===== config.mk =====
export PLATFORM = sky130hd
export DESIGN_NAME = pot_to_servo_pwm_deadband
export DESIGN_NICKNAME = d
export VERILOG_FILES = /design/src/design/psd_pkg.sv /design/src/design/pot_to_servo_pwm_deadband.sv /design/src/design/psd_ctrl.sv /design/src/design/psd_dpath.sv
export VERILOG_INCLUDE_DIRS = /design/src /design/src/design
export SDC_FILE = /design/constraint.sdc
export NUM_CORES = 1
export LEC_CHECK = 0
export ABC_AREA = 1
export BUFFER_PORTS_ARGS = -buffer_cell sky130_fd_sc_hd__clkbuf_2
export CAP_MARGIN = 20
export CORE_MARGIN = 4
export CORE_UTILIZATION = 46
export DETAILED_ROUTE_END_ITERATION = 8
export GPL_TIMING_DRIVEN = 0
export PLACE_DENSITY = 0.62
export SETUP_SLACK_MARGIN = 0.15
export SYNTH_ARGS = -nofsm -noshare
export SYNTH_HDL_FRONTEND = slang
export SYNTH_SLANG_ARGS = --single-unit

===== constraint.sdc =====
create_clock -name clk -period 19.8 [get_ports clk]
set_clock_uncertainty 0.2 [all_clocks]
set_input_delay 3.96 -clock clk [delete_from_list [all_inputs] [get_ports clk]]
set_output_delay 3.96 -clock clk [all_outputs]
set_load 0.02 [all_outputs]

===== src/design/assert_macros.svh =====
// Assertion macros for the design; the top-level file includes them.
`ifndef ASSERT_MACROS_SVH
`define ASSERT_MACROS_SVH
`ifndef NO_ASSERTIONS
// Same-cycle implication, sampled on clk and disabled while rst_n is low.
`define PSD_ASSERT_IMPL(lbl, a, b, msg) \
    lbl: assert property (@(posedge clk) disable iff (!rst_n) (a) |-> (b)) else $error(msg);
// Next-cycle implication, sampled on clk and disabled while rst_n is low.
`define PSD_ASSERT_NEXT(lbl, a, b, msg) \
    lbl: assert property (@(posedge clk) disable iff (!rst_n) (a) |=> (b)) else $error(msg);
`else
`define PSD_ASSERT_IMPL(lbl, a, b, msg)
`define PSD_ASSERT_NEXT(lbl, a, b, msg)
`endif
`endif


===== src/design/psd_pkg.sv =====
// Types, constants and register codes of the servo compare mapper.
`timescale 1ns / 1ps

package psd_pkg;

    localparam int CHANNELS  = 4;
    localparam int CH_W      = 2;
    localparam int SAMPLE_W  = 12;
    localparam int CMP_W     = 9;
    localparam int NUM_W     = 24;
    localparam int DIV_STEPS = 12;
    localparam int STEP_W    = 4;
    localparam int CFG_IDX_W = 3;

    localparam logic [STEP_W-1:0]   LAST_STEP  = STEP_W'(DIV_STEPS - 1);
    localparam logic [CH_W-1:0]     LAST_CH    = CH_W'(CHANNELS - 1);

    localparam logic [SAMPLE_W-1:0] FULL_SCALE = 12'd4095;
    localparam logic [SAMPLE_W-1:0] WIN_LO     = 12'd845;
    localparam logic [SAMPLE_W-1:0] WIN_HI     = 12'd3249;
    localparam logic [SAMPLE_W-1:0] WIN_SPAN   = 12'd2404;
    localparam logic [CMP_W-1:0]    CMP_LO     = 9'd199;
    localparam logic [CMP_W-1:0]    CMP_HI     = 9'd459;
    localparam logic [CMP_W-1:0]    CMP_SPAN   = 9'd260;

    // Multiplying by MAP_RECIP and dropping MAP_SHIFT bits gives x * 260 / 2404
    // exactly for every offset inside the window.
    localparam int                  RECIP_W    = 25;
    localparam int                  MAP_SHIFT  = 28;
    localparam int                  MAP_PROD_W = SAMPLE_W + RECIP_W;
    localparam logic [RECIP_W-1:0]  MAP_RECIP  = 25'd29032185;

    // Configuration register indexes.
    localparam logic [CFG_IDX_W-1:0] REG_BASE_LOW  = 3'd0;
    localparam logic [CFG_IDX_W-1:0] REG_ELBOW_LOW = 3'd1;
    localparam logic [CFG_IDX_W-1:0] REG_WRIST_LOW = 3'd2;
    localparam logic [CFG_IDX_W-1:0] REG_GRIP_LOW  = 3'd3;
    localparam logic [CFG_IDX_W-1:0] REG_DEADBAND  = 3'd4;

    localparam logic [SAMPLE_W-1:0] BASE_LOW_RST  = 12'd655;
    localparam logic [SAMPLE_W-1:0] ELBOW_LOW_RST = 12'd0;
    localparam logic [SAMPLE_W-1:0] WRIST_LOW_RST = 12'd0;
    localparam logic [SAMPLE_W-1:0] GRIP_LOW_RST  = 12'd1005;
    localparam logic [CMP_W-1:0]    DEADBAND_RST  = 9'd20;

    typedef struct packed {
        logic [SAMPLE_W-1:0] base_sample;
        logic [SAMPLE_W-1:0] elbow_sample;
        logic [SAMPLE_W-1:0] wrist_sample;
        logic [SAMPLE_W-1:0] grip_sample;
    } sample_set_t;

    typedef struct packed {
        logic [CMP_W-1:0] base_compare;
        logic [CMP_W-1:0] elbow_compare;
        logic [CMP_W-1:0] wrist_compare;
        logic [CMP_W-1:0] grip_compare;
        logic             base_written;
        logic             elbow_written;
        logic             wrist_written;
        logic             grip_written;
    } servo_result_t;

    typedef struct packed {
        logic            in_load;
        logic            scale_load;
        logic            map_load;
        logic            div_step;
        logic            commit;
        logic            out_load;
        logic [CH_W-1:0] ch;
    } psd_cmd_t;

    typedef struct packed {
        logic out_free;
    } psd_status_t;

endpackage


===== src/design/pot_to_servo_pwm_deadband.sv =====
// Top level of the potentiometer to servo compare mapper with deadband.
//
//   channel   signals                                        direction
//   sample    sample_valid / sample_ready / sample_set       in
//   result    result_valid / result_ready / servo_result     out
//   config    cfg_valid / cfg_ready / cfg_index / cfg_data   in
//
// Once the input register takes a sample set, each channel in turn passes through a scale
// load, 12 steps of the shared restoring divider, a map load that multiplies by a
// reciprocal and one update; the output load follows the last channel. The next sample
// set is taken only after that output load, when the block is idle again.
// Reset restores the default limits and deadband and clears the held compares.
// A finished result waits in its output register; the next sample set is taken
// meanwhile, and only its own output load stalls until the previous result is taken.
`timescale 1ns / 1ps
`include "assert_macros.svh"

module pot_to_servo_pwm_deadband (
    input  logic                            clk,
    input  logic                            rst_n,
    input  logic                            sample_valid,
    output logic                            sample_ready,
    input  psd_pkg::sample_set_t            sample_set,
    output logic                            result_valid,
    input  logic                            result_ready,
    output psd_pkg::servo_result_t          servo_result,
    input  logic                            cfg_valid,
    output logic                            cfg_ready,
    input  logic [psd_pkg::CFG_IDX_W-1:0]   cfg_index,
    input  logic [psd_pkg::SAMPLE_W-1:0]    cfg_data
);

    psd_pkg::psd_cmd_t    cmd;
    psd_pkg::psd_status_t status;
    logic                 sample_take;
    logic [5:0]           cmd_bits;

    assign cfg_ready   = 1'b1;
    assign sample_take = sample_valid && sample_ready;
    assign cmd_bits    = {cmd.in_load, cmd.scale_load, cmd.map_load,
                          cmd.div_step, cmd.commit, cmd.out_load};

    psd_ctrl u_ctrl (
        .clk          (clk),
        .rst_n        (rst_n),
        .sample_valid (sample_valid),
        .sample_ready (sample_ready),
        .status       (status),
        .cmd          (cmd)
    );

    psd_dpath u_dpath (
        .clk          (clk),
        .rst_n        (rst_n),
        .cmd          (cmd),
        .status       (status),
        .sample_set   (sample_set),
        .cfg_valid    (cfg_valid),
        .cfg_index    (cfg_index),
        .cfg_data     (cfg_data),
        .servo_result (servo_result),
        .result_valid (result_valid),
        .result_ready (result_ready)
    );

    // The block is busy for the whole computation after an input transfer.
    `PSD_ASSERT_NEXT(a_busy_after_take, sample_take, !sample_ready, "ready after transfer")
    // A result is never loaded over one that has not been taken.
    `PSD_ASSERT_IMPL(a_no_overwrite, cmd.out_load, status.out_free, "result overwritten")
    // The sequencer issues at most one command per cycle.
    `PSD_ASSERT_IMPL(a_one_cmd, 1'b1, $onehot0(cmd_bits), "overlapping commands")

endmodule


===== src/design/psd_ctrl.sv =====
// Sequencer that walks the four channels through scaling, mapping and update.
`timescale 1ns / 1ps

module psd_ctrl (
    input  logic                clk,
    input  logic                rst_n,
    input  logic                sample_valid,
    output logic                sample_ready,
    input  psd_pkg::psd_status_t status,
    output psd_pkg::psd_cmd_t   cmd
);

    typedef enum logic [5:0] {
        ST_IDLE       = 6'b000001,
        ST_SCALE_LOAD = 6'b000010,
        ST_SCALE_DIV  = 6'b000100,
        ST_MAP_LOAD   = 6'b001000,
        ST_COMMIT     = 6'b010000,
        ST_DONE       = 6'b100000
    } state_t;

    state_t                        state_reg, state_next;
    logic [psd_pkg::STEP_W-1:0]    step_reg, step_next;
    logic [psd_pkg::CH_W-1:0]      ch_reg, ch_next;

    always_comb
    begin
        state_next     = state_reg;
        step_next      = step_reg;
        ch_next        = ch_reg;
        cmd            = '0;
        cmd.ch         = ch_reg;
        sample_ready   = 1'b0;
        case (state_reg)
            ST_IDLE:
            begin
                sample_ready = 1'b1;
                if (sample_valid)
                begin
                    cmd.in_load = 1'b1;
                    ch_next     = '0;
                    state_next  = ST_SCALE_LOAD;
                end
            end
            ST_SCALE_LOAD:
            begin
                cmd.scale_load = 1'b1;
                step_next      = '0;
                state_next     = ST_SCALE_DIV;
            end
            ST_SCALE_DIV:
            begin
                cmd.div_step = 1'b1;
                step_next    = step_reg + 1'b1;
                if (step_reg == psd_pkg::LAST_STEP)
                begin
                    state_next = ST_MAP_LOAD;
                end
            end
            ST_MAP_LOAD:
            begin
                cmd.map_load = 1'b1;
                state_next   = ST_COMMIT;
            end
            ST_COMMIT:
            begin
                cmd.commit = 1'b1;
                if (ch_reg == psd_pkg::LAST_CH)
                begin
                    state_next = ST_DONE;
                end
                else
                begin
                    ch_next    = ch_reg + 1'b1;
                    state_next = ST_SCALE_LOAD;
                end
            end
            ST_DONE:
            begin
                // Wait until the output register can take the new result.
                if (status.out_free)
                begin
                    cmd.out_load = 1'b1;
                    state_next   = ST_IDLE;
                end
            end
            default:
            begin
                state_next = ST_IDLE;
            end
        endcase
    end

    always_ff @(posedge clk or negedge rst_n)
    begin
        if (!rst_n)
        begin
            state_reg <= ST_IDLE;
            step_reg  <= '0;
            ch_reg    <= '0;
        end
        else
        begin
            state_reg <= state_next;
            step_reg  <= step_next;
            ch_reg    <= ch_next;
        end
    end

endmodule


===== src/design/psd_dpath.sv =====
// Datapath: configuration, shared restoring divider, held compares and output register.
`timescale 1ns / 1ps

module psd_dpath (
    input  logic                                clk,
    input  logic                                rst_n,
    input  psd_pkg::psd_cmd_t                   cmd,
    output psd_pkg::psd_status_t                status,
    input  psd_pkg::sample_set_t                sample_set,
    input  logic                                cfg_valid,
    input  logic [psd_pkg::CFG_IDX_W-1:0]       cfg_index,
    input  logic [psd_pkg::SAMPLE_W-1:0]        cfg_data,
    output psd_pkg::servo_result_t              servo_result,
    output logic                                result_valid,
    input  logic                                result_ready
);

    localparam int SW = psd_pkg::SAMPLE_W;
    localparam int CW = psd_pkg::CMP_W;
    localparam int NW = psd_pkg::NUM_W;
    localparam int PW = psd_pkg::MAP_PROD_W;

    logic [SW-1:0]  low_reg [psd_pkg::CHANNELS];
    logic [CW-1:0]  deadband_reg;
    logic [CW-1:0]  last_reg [psd_pkg::CHANNELS];
    logic [psd_pkg::CHANNELS-1:0] wr_reg;

    psd_pkg::sample_set_t   in_reg;
    psd_pkg::servo_result_t out_reg;
    logic                   out_valid_reg;

    // Divider registers: remainder, shifted divisor and quotient.
    logic [NW-1:0] rem_reg, rem_next;
    logic [NW-1:0] den_reg, den_next;
    logic [SW-1:0] quo_reg, quo_next;

    logic sc_zero_reg, sc_full_reg;
    logic mp_lo_reg, mp_hi_reg;

    logic [SW-1:0] samp;
    logic [SW-1:0] low;
    logic [SW-1:0] scaled;
    logic [SW-1:0] sdiff;
    logic [SW-1:0] vdiff;
    logic [PW-1:0] map_prod;
    logic [CW-1:0] cmp_new;
    logic [CW-1:0] cmp_old;
    logic [CW-1:0] cmp_diff;
    logic          do_write;

    always_comb
    begin
        case (cmd.ch)
            2'd0:    samp = in_reg.base_sample;
            2'd1:    samp = in_reg.elbow_sample;
            2'd2:    samp = in_reg.wrist_sample;
            default: samp = in_reg.grip_sample;
        endcase
    end

    assign low    = low_reg[cmd.ch];
    assign sdiff  = samp - low;
    assign scaled = sc_zero_reg ? '0 : (sc_full_reg ? psd_pkg::FULL_SCALE : quo_reg);
    assign vdiff  = scaled - psd_pkg::WIN_LO;

    // The window division by a constant is a multiply by its scaled reciprocal.
    assign map_prod = PW'(vdiff) * PW'(psd_pkg::MAP_RECIP);

    assign cmp_new = mp_lo_reg ? psd_pkg::CMP_LO
                   : (mp_hi_reg ? psd_pkg::CMP_HI : psd_pkg::CMP_LO + quo_reg[CW-1:0]);
    assign cmp_old  = last_reg[cmd.ch];
    assign cmp_diff = (cmp_new > cmp_old) ? cmp_new - cmp_old : cmp_old - cmp_new;
    assign do_write = cmp_diff > deadband_reg;

    always_comb
    begin
        rem_next = rem_reg;
        den_next = den_reg;
        quo_next = quo_reg;
        if (cmd.scale_load)
        begin
            // The quotient is below 4096, so the divisor starts at bit 11.
            rem_next = NW'(sdiff) * NW'(psd_pkg::FULL_SCALE);
            den_next = {1'b0, ~low, 11'b0};
            quo_next = '0;
        end
        else if (cmd.map_load)
        begin
            quo_next = SW'(map_prod[PW-1:psd_pkg::MAP_SHIFT]);
        end
        else if (cmd.div_step)
        begin
            if (rem_reg >= den_reg)
            begin
                rem_next = rem_reg - den_reg;
                quo_next = {quo_reg[SW-2:0], 1'b1};
            end
            else
            begin
                quo_next = {quo_reg[SW-2:0], 1'b0};
            end
            den_next = den_reg >> 1;
        end
    end

    always_ff @(posedge clk)
    begin
        rem_reg <= rem_next;
        den_reg <= den_next;
        quo_reg <= quo_next;
        if (cmd.in_load)
        begin
            in_reg <= sample_set;
        end
        if (cmd.scale_load)
        begin
            sc_zero_reg <= samp <= low;
            sc_full_reg <= samp == psd_pkg::FULL_SCALE;
        end
        if (cmd.map_load)
        begin
            mp_lo_reg <= scaled <= psd_pkg::WIN_LO;
            mp_hi_reg <= scaled >= psd_pkg::WIN_HI;
        end
        if (cmd.commit)
        begin
            wr_reg[cmd.ch] <= do_write;
        end
        if (cmd.out_load)
        begin
            out_reg.base_compare  <= last_reg[0];
            out_reg.elbow_compare <= last_reg[1];
            out_reg.wrist_compare <= last_reg[2];
            out_reg.grip_compare  <= last_reg[3];
            out_reg.base_written  <= wr_reg[0];
            out_reg.elbow_written <= wr_reg[1];
            out_reg.wrist_written <= wr_reg[2];
            out_reg.grip_written  <= wr_reg[3];
        end
    end

    always_ff @(posedge clk or negedge rst_n)
    begin
        if (!rst_n)
        begin
            low_reg[0]    <= psd_pkg::BASE_LOW_RST;
            low_reg[1]    <= psd_pkg::ELBOW_LOW_RST;
            low_reg[2]    <= psd_pkg::WRIST_LOW_RST;
            low_reg[3]    <= psd_pkg::GRIP_LOW_RST;
            deadband_reg  <= psd_pkg::DEADBAND_RST;
            for (int i = 0; i < psd_pkg::CHANNELS; i++)
            begin
                last_reg[i] <= '0;
            end
            out_valid_reg <= 1'b0;
        end
        else
        begin
            if (cfg_valid)
            begin
                case (cfg_index)
                    psd_pkg::REG_BASE_LOW:  low_reg[0]   <= cfg_data;
                    psd_pkg::REG_ELBOW_LOW: low_reg[1]   <= cfg_data;
                    psd_pkg::REG_WRIST_LOW: low_reg[2]   <= cfg_data;
                    psd_pkg::REG_GRIP_LOW:  low_reg[3]   <= cfg_data;
                    psd_pkg::REG_DEADBAND:  deadband_reg <= cfg_data[CW-1:0];
                    default:                ;
                endcase
            end
            if (cmd.commit && do_write)
            begin
                last_reg[cmd.ch] <= cmp_new;
            end
            if (cmd.out_load)
            begin
                out_valid_reg <= 1'b1;
            end
            else if (result_ready)
            begin
                out_valid_reg <= 1'b0;
            end
        end
    end

    assign status.out_free = !out_valid_reg || result_ready;
    assign servo_result    = out_reg;
    assign result_valid    = out_valid_reg;

endmodule


* Word-level counts from Yosys, hierarchy flattened
Cells that the tools add are included.
** Storage, ports and cells
- Memories kept :: 0
- Logic and storage cells :: 150
- Bits in latches :: 0
- Bits in writable memories :: 0
- Register bits after elaboration :: 261
- ROM bits :: 0
- Bits of input ports :: 68
** Operators by class
- Div/mod/pow operators :: 0
- Multiplexer cells :: 48
- Multiply operators :: 2
- Bitwise gates (word level) :: 3
- Reduce and logical (&&, ||, !) cells :: 24
- Order comparisons :: 10
- Add/subtract/negate cells :: 8
- Shifts and indexed selects :: 0
- Eq/ne operators :: 20
** Operator list (count)
- 2-to-1 mux 24 bit :: 4
- 2-to-1 mux 9 bit :: 8
- 2-to-1 mux 23 bit :: 3
- 2-to-1 mux 12 bit :: 4
- multiplier 12 x 25 -> 37 bit (second input constant) :: 1
- bitwise mux 36 bit :: 1
- one-hot mux 12 bit (3 select lines) :: 1
- one-hot mux 6 bit (6 select lines) :: 1
- binary-select mux 12 bit (select 2 bit) :: 1
- greater-or-equal comparator 24 x 23 -> 1 bit :: 1
- multiplier 12 x 12 -> 24 bit (second input constant) :: 1
- 2-to-1 mux 6 bit :: 4
- subtractor 24 x 23 -> 24 bit :: 1
- binary-select mux 9 bit (select 2 bit) :: 1
- demux 9 bit (select 2 bit) :: 1
- greater-than comparator 9 bit :: 2
- subtractor 9 bit :: 2
- AND reduction 2 bit :: 7
- 2-to-1 mux 1 bit :: 13
- == test 12 bit (second input constant) :: 1
- greater-or-equal comparator 12 bit (second input constant) :: 1
- less-or-equal comparator 12 x 10 -> 1 bit (second input constant) :: 1
- less-or-equal comparator 12 bit :: 1
- NOT 12 bit :: 1
- other kinds (38) :: 53

* Logic depth before layout (Yosys ltp)
Gate-level depths: netlist of run 1.
- Depth after elaboration :: 8
- Depth in mapped cells :: 42
- Gate-level depth less buffers :: 39

* Modules after synthesis
Synthesis of run 1 repeated with hierarchy kept, for this count alone.
** Unflattened totals
- Cells, all modules :: 2577
- Area, all modules :: 22171.3 µm²
** Modules (own cells, without submodules)
- psd_dpath :: seq. area each 6796.5 µm², times used 1, area an instance 21464.3 µm², cells each 2487
- psd_ctrl :: seq. area each 301.5 µm², times used 1, area an instance 695.7 µm², cells each 88
- pot_to_servo_pwm_deadband :: seq. area each 0.0 µm², times used 1, area an instance 11.3 µm², cells each 2

* Least setup slack after synthesis of run 1
OpenSTA, ideal clock, no wires.
- Path kind :: register -> register
- Start point :: register u_ctrl.ch_reg[1] (netlist name)
- End point :: register u_dpath.rem_reg[23] (data pin)
- Cell stages (with the launch flop) :: 39
- Setup slack :: 11.884 ns
- Arrival :: 7.463 ns
- Data required time :: 19.347 ns
- Setup time :: 0.253 ns
- Clock period less this slack :: 7.916 ns
- Path through :: dfrtp_1 -> inv_1 -> buf_1 -> buf_1 -> ha_1 -> buf_1 -> a22o_1 -> o22ai_1 -> inv_1 -> ha_1 -> a21oi_1 -> nand2_1 -> nand2_1 -> nand2_2 -> a21oi_2 -> or2_1 -> inv_1 -> o21ai_0 -> (+3 left out) -> ha_1 -> fa_1 -> fa_1 -> fa_1 -> inv_1 -> fa_1 -> inv_1 -> ha_1 -> a21oi_1 -> o21ai_0 -> a21oi_1 -> nand3_1 -> nand2_1 -> nand2_1 -> a21oi_1 -> xor2_1 -> nand2_1 -> nand2_1
** On the way
- Word-level cells in the longest chain between the ends :: 7
** RTL lines
- start, declared :: RTL line psd_ctrl.sv:24 : logic [psd_pkg::CH_W-1:0] ch_reg, ch_next;
- start signal, assigned :: RTL line psd_ctrl.sv:106 : ch_reg <= ch_next;
- NOT 2 -> 3 bit (not written as such) :: RTL line psd_dpath.sv:61 : assign low = low_reg[cmd.ch];
- binary-select mux 12 bit (select 2 bit) :: RTL line psd_dpath.sv:61
- 2-to-1 mux 12 bit (not written as such) (2 in series) :: RTL line psd_dpath.sv:61
- subtractor 12 bit * :: RTL line psd_dpath.sv:62 : assign sdiff = samp - low;
- multiplier 12 x 12 -> 24 bit * :: RTL line psd_dpath.sv:83 : rem_next = NW'(sdiff) * NW'(psd_pkg::FULL_SCALE);
- 2-to-1 mux 24 bit * :: RTL line psd_dpath.sv:80 : if (cmd.scale_load)
- via u_dpath.rem_next[23] :: RTL line psd_dpath.sv:33 : logic [NW-1:0] rem_reg, rem_next;
- end signal, assigned :: RTL line psd_dpath.sv:108 : rem_reg <= rem_next;
- end, declared :: RTL line psd_dpath.sv:33
The timed path passes the listed nets; every way through them passes the cells marked *. The select of a mux whose other input is x is not followed.
A chain may end at the register's enable or synchronous reset.

* Worst setup path in the final report of run 1
Ends and elaborated chain as after synthesis.

==> results.cfg, run 1 <==
[outcome]
outcome = complete, no violations

[placed_design]
portBuffers = 109
place.gp.congestion = 0.955
placed_cells = 3249
dp_hpwl_um = 47800
place_ws_ns = 9.63

[clocking]
post_cts_buffers = 0
cts_resized = 0
clockBufferDepth = 3
cts.clk_slew.worst_paths_ns = 0.06
clock-root-buffer = clkbuf_16
hold_buffers = 0
cts_tree = built
cts_buffers = 30
cts.htree.levels = 1
clk_latency_ns = 0.59
cts.sink_count = 261

[yosys]
synth_edf_count = 132
synth.net_count = 2991
synth_top_area_cell = edfxtp_1
ys_top_cells_by_area = edfxtp_1 (18%), fa_1 (16%), ha_1 (12%)
async_reset_ff_share_pct = 40.6
synth_cells = 2529
yosysWarnings = 0
synth_top_area_share_pct = 18.0
ys_seq_area_share_pct = 32.2
synth_area_um2 = 22100
synth_ff_type = edfxtp_1
yosys_register_bits = 261
postSynthAreaPerCell_um2 = 8.73
synth_cell_types = 59

[setup_path]
worstSetupPathType = register to register
path_delay_family = adder cells
cp-start-kind = register
crit_top_cell = nand2_1
critical_path_required_ns = 20.05
critPathMaxStageDelay_ns = 0.66
crit-reg2reg-launch = u_ctrl.ch_reg[1]$_DFFE_PN0P_
cp.depth = 38
cp_num_buf_inv = 9
critPathArrivalTime_ns = 10.54
crit_path_start = u_ctrl.ch_reg[1]$_DFFE_PN0P_
cp_max_fo = 11
worstRegToRegCells = 38
cp-endpoint = u_dpath.rem_reg[23]$_DFFE_PP_
critPathSlowestCell = buf_1
reg2reg_to = u_dpath.rem_reg[23]$_DFFE_PP_
cp-end-kind = register
r2r_slack_ns = 9.51

[sta]
setup_violations = 0
fmax_mhz = 97.2
min_period_ns = 10.29
hold_viol_final = 0
worst_slew_pin_slew_ns = 1.00
post-route-period-util_pct = 52.0
slew_headroom_pct = 33.2
drv_slew = 0
fin_ws_ns = 9.51
setup_tns_ns = 0
grt_setup_unrepaired = no

[grt]
antenna_found_initial = 0
grt_pass1_wl_um = 95700
grt_pass1_vias = 18000
overflow = 0
grt_max_degree = 107
grt_use_total_pct = 23.4

[layout]
fill_cells = 4317
diodes = 0
drive_above_1_share_pct = 9.01
final_cells = 3304
area_delta_synth_final_pct = 11.1
layout.nets = 3137

[route]
post-route-drc-count = 0
wirelength_um = 59000
ant_nets = 0
drt-pass1-iter-count = 5
vias = 17700
routedWlPerCell_um = 17.9
first_iter_violations = 1309
via_per_inst = 5.35

[die]
io_pins = 111
die_height_um = 227
num_rows = 79
initial_core_util_pct = 47.0
die_area_um2 = 51500
core_area_um2 = 47000
die_w_um = 227

[run]
cap_violations = 0

[worst_hold_path]
holdCritPathClass = register to register
## worst min-delay path by stage
stage	from	slack, ns	cells after the start	end
CTS	u_dpath.wr_reg[0]$_DFFE_PP_	0.23	0	u_dpath.servo_result[3]$_DFFE_PP_
detailed placement	u_dpath.wr_reg[3]$_DFFE_PP_	0.21	0	u_dpath.servo_result[0]$_DFFE_PP_
global placement	u_dpath.wr_reg[1]$_DFFE_PP_	0.21	0	u_dpath.servo_result[2]$_DFFE_PP_
global route	u_dpath.wr_reg[2]$_DFFE_PP_	0.23	0	u_dpath.servo_result[1]$_DFFE_PP_
finish	u_dpath.wr_reg[2]$_DFFE_PP_	0.23	0	u_dpath.servo_result[1]$_DFFE_PP_
floorplan	u_dpath.wr_reg[3]$_DFFE_PP_	0.20	0	u_dpath.servo_result[0]$_DFFE_PP_
## metrics by stage
step,area (um2),hold slack (ns),util (%)
floorplan,22100,0.200,-
global placement,23400,0.207,49.8
detailed placement,23500,0.211,50.0
CTS,24500,0.228,52.2
global route,24500,0.231,52.2
finish,24500,0.226,52.2
## worst reg2reg max path, delay by kind of cell (launching register included)
kind | cells | cell delay [ns]
adder cells (fa/ha/maj) | 8 | 3.72
flip-flops | 1 | 0.47
XOR/XNOR | 2 | 0.87
AO/OA/AOI/OAI | 9 | 1.51
AND/OR/NAND/NOR | 10 | 1.07
buffers and inverters | 9 | 2.31
## cells in the final DEF (no fill, tap or decap), types with 8 or more instances in the layout
cell,netlist,final
fa_1,177,177
dfstp_2,17,17
inv_1,504,504
ha_1,217,217
or2_2,26,26
o21ai_0,209,209
a31oi_1,10,10
dfxtp_1,23,23
nand3_1,61,61
clkinv_1,3,8
clkbuf_2,0,108
nor3_1,13,13
xnor2_1,16,16
o21bai_1,9,9
a21oi_1,166,166
a22o_1,8,8
nand4_1,19,19
o22ai_1,31,31
nor2_1,137,135
dfrtp_1,89,89
xor2_1,40,40
a32o_1,10,10
clkbuf_16,0,30
nand2_1,450,450
a32oi_1,9,9
nor4_1,12,12
a21o_1,8,8
edfxtp_1,132,132
clkbuf_1,40,40
## cells by family (layout without fill, tap and decap cells)
kind of cell	count (synthesis)	in the layout	synth area share, %
buffers and inverters	562	730	9.62
AO/OA/AOI/OAI	510	510	13.1
other	1	1	0.0170
AND/OR/NAND/NOR	739	739	14.0
adder cells (fa/ha/maj)	394	394	28.4
flip-flops	261	261	32.2
XOR/XNOR	62	62	2.72
## routing by layer
metal	global-route usage (%)	wire [um]	vias up	part of all wire (%)
li1	-	-	8524	-
met1	33.2	26700	8559	45
met2	39.2	27800	527	47
met3	2.94	3480	59	5.9
met4	4.27	976	0	1.7
met5	0	0	-	0
## cell type report
type	instances	area (um2)	share of cell area [%]
Multi-Input combinational cell	1706	12900	52.4
Sequential cell	261	7100	28.9
Inverter	514	1930	7.87
Tap cell	607	759	3.10
Clock buffer	30	751	3.06
Timing Repair Buffer	114	642	2.62
Clock inverter	24	292	1.19
Buffer	48	193	0.786
## Yosys cell counts (4+ instances only)
cell,instances
fa_1,177
nand2_1,450
dfxtp_1,23
xor2_2,5
a31o_2,4
a21oi_1,166
nand3_1,61
o21ai_1,7
dfrtp_1,89
o31ai_1,4
inv_2,7
clkbuf_1,40
o211ai_1,4
buf_1,5
dfstp_2,17
or2_2,26
nor3_1,13
a21boi_0,5
nor4_1,12
xnor2_1,16
nand4_1,19
nand2_2,4
o21a_1,6
nand3b_1,7
a211oi_1,4
a22o_1,8
a31oi_1,10
o22ai_1,31
a21o_1,8
o21bai_1,9
xor2_1,40
o21ai_0,209
a221oi_1,6
edfxtp_1,132
inv_1,504
a32oi_1,9
a32o_1,10
nor2_1,137
ha_1,217
Power of run 1 is left out: the tool's default activity adds up to more than one toggle a clock period on the data nets, which glitch-free logic cannot reach.
==> run 2: changes to the inputs <==
==> constraint.sdc (replaced) <==
create_clock -name clk -period 10.4 [get_ports clk]
set_clock_uncertainty 0.2 [all_clocks]
set_input_delay 2.08 -clock clk [delete_from_list [all_inputs] [get_ports clk]]
set_output_delay 2.08 -clock clk [all_outputs]
set_load 0.02 [all_outputs]
==> run 2 against run 1 <==
Net effect: cell area about the same; global-route usage unchanged; core utilization about the same; worst hold slack improved by 0.00098 ns; non-clock buffer count decreased by 1; critical endpoint unchanged.
==> results.cfg, run 2 (synthesized netlist as in run 1, its figures left out) <==
[clocking]
clock-root-buffer = clkbuf_16
clk_latency_ns = 0.59
cts_tree = built
cts.clk_slew.worst_paths_ns = 0.06
cts.sink_count = 261
cts_buffers = 30
hold_buffers = 0
cts.htree.levels = 1
clockBufferDepth = 3
cts_resized = 0
post_cts_buffers = 0

[setup_path]
crit_top_cell = nand2_1
cp-end-kind = register
worstRegToRegCells = 39
critPathSlowestCell = fa_1
reg2reg_to = u_dpath.rem_reg[23]$_DFFE_PP_
crit_path_start = u_ctrl.ch_reg[1]$_DFFE_PN0P_
crit-reg2reg-launch = u_ctrl.ch_reg[1]$_DFFE_PN0P_
critical_path_required_ns = 10.64
worstSetupPathType = register to register
cp-start-kind = register
cp_max_fo = 11
r2r_slack_ns = 0.84
critPathArrivalTime_ns = 9.80
critPathMaxStageDelay_ns = 0.59

[die]
initial_core_util_pct = 47.0
die_height_um = 227
num_rows = 79
die_area_um2 = 51500
io_pins = 111
die_w_um = 227
core_area_um2 = 47000

[route]
first_iter_violations = 1327
drt-pass1-iter-count = 6
wirelength_um = 59000
routedWlPerCell_um = 17.8
via_per_inst = 5.34
post-route-drc-count = 0
vias = 17600
ant_nets = 0

[layout]
layout.nets = 3136
layout_common_cells = inv_1 (504), nand2_1 (450), ha_1 (217), o21ai_0 (209), fa_1 (177)
diodes = 0
final_cells = 3303
final_common_cell = inv_1
area_delta_synth_final_pct = 11.2
utilization_pct = 52.3
drive_above_1_share_pct = 9.16

[sta]
slew_headroom_pct = 33.6
hold_viol_final = 0
setup_violations = 0
min_period_ns = 9.56
worst_slew_pin_slew_ns = 0.996
drv_slew = 0
setup_tns_ns = 0
fmax_mhz = 105
grt_setup_unrepaired = no
post-route-period-util_pct = 91.9

[grt]
antenna_found_initial = 0
grt_max_degree = 107
overflow = 0
grt_pass1_vias = 18000
grt_pass1_wl_um = 95700
grt_use_total_pct = 23.4

[worst_hold_path]
min_to = u_dpath.servo_result[1]$_DFFE_PP_
hold-path-cell-count = 0
hold_path_startpoint = u_dpath.wr_reg[2]$_DFFE_PP_
holdCritPathClass = register to register

[placed_design]
placed_cells = 3249
portBuffers = 109
place.gp.congestion = 0.955
dp_hpwl_um = 47800

[run]
cap_violations = 0

[outcome]
outcome = complete, no violations
-- run 2: changes by cell type in the layout (fill, tap and decap cells not counted), sizes merged --
cell | previous run | this run
buf | 13 | 10
clkbuf | 179 | 181
-- run 2: cell type report --
| type | instances | area [um2] |
|---|---|---|
| fill | 4315 | 22400 |
| multi-input combinational | 1706 | 12900 |
| sequential | 261 | 7100 |
| inverter | 514 | 1930 |
| tap | 607 | 759 |
| clock buffer | 30 | 751 |
| timing repair buffer | 114 | 642 |
| clock inverter | 24 | 292 |
| buffer | 47 | 193 |
-- run 2: worst max-delay path, delay by kind of cell, from the launching register on --
family	cells	cell delay [ns]
xor+xnor	2	0.67
compound gates	8	1.31
fa+ha+maj	8	3.64
buf+inv	9	1.81
simple gates	12	1.27
flops	1	0.47
-- run 2: worst max-delay path by stage --
stage | endpoint | depth (start not counted) | slack [ns]
final | u_dpath.rem_reg[23]$_DFFE_PP_ | 39 | 0.84
after global routing | u_dpath.rem_reg[23]$_DFFE_PP_ | 39 | 0.31
after global placement | u_dpath.rem_reg[23]$_DFFE_PP_ | 38 | 0.34
after detailed placement | u_dpath.rem_reg[23]$_DFFE_PP_ | 38 | 0.23
after CTS | u_dpath.rem_reg[23]$_DFFE_PP_ | 38 | 0.16
after floorplan | u_dpath.rem_reg[23]$_DFFE_PP_ | 38 | 2.48
-- run 2: layer usage --
| layer | routed length [um] | global-route usage [%] |
|---|---|---|
| met5 | 0 | 0 |
| met4 | 928 | 4.27 |
| met3 | 3530 | 2.94 |
| met2 | 27800 | 39.2 |
| met1 | 26700 | 33.2 |
-- run 2: per-stage QoR --
| stage | instance area, um2 | setup WS, ns | hold WS (ns) |
|---|---|---|---|
| after global placement | 23400 | 0.337 | 0.207 |
| final | 24500 | 0.845 | 0.227 |
| after detailed placement | 23500 | 0.226 | 0.211 |
| after global routing | 24500 | 0.309 | 0.231 |
| after CTS | 24500 | 0.161 | 0.228 |
| after floorplan | 22100 | 2.48 | 0.200 |
Power of run 2 is left out for the same reason.
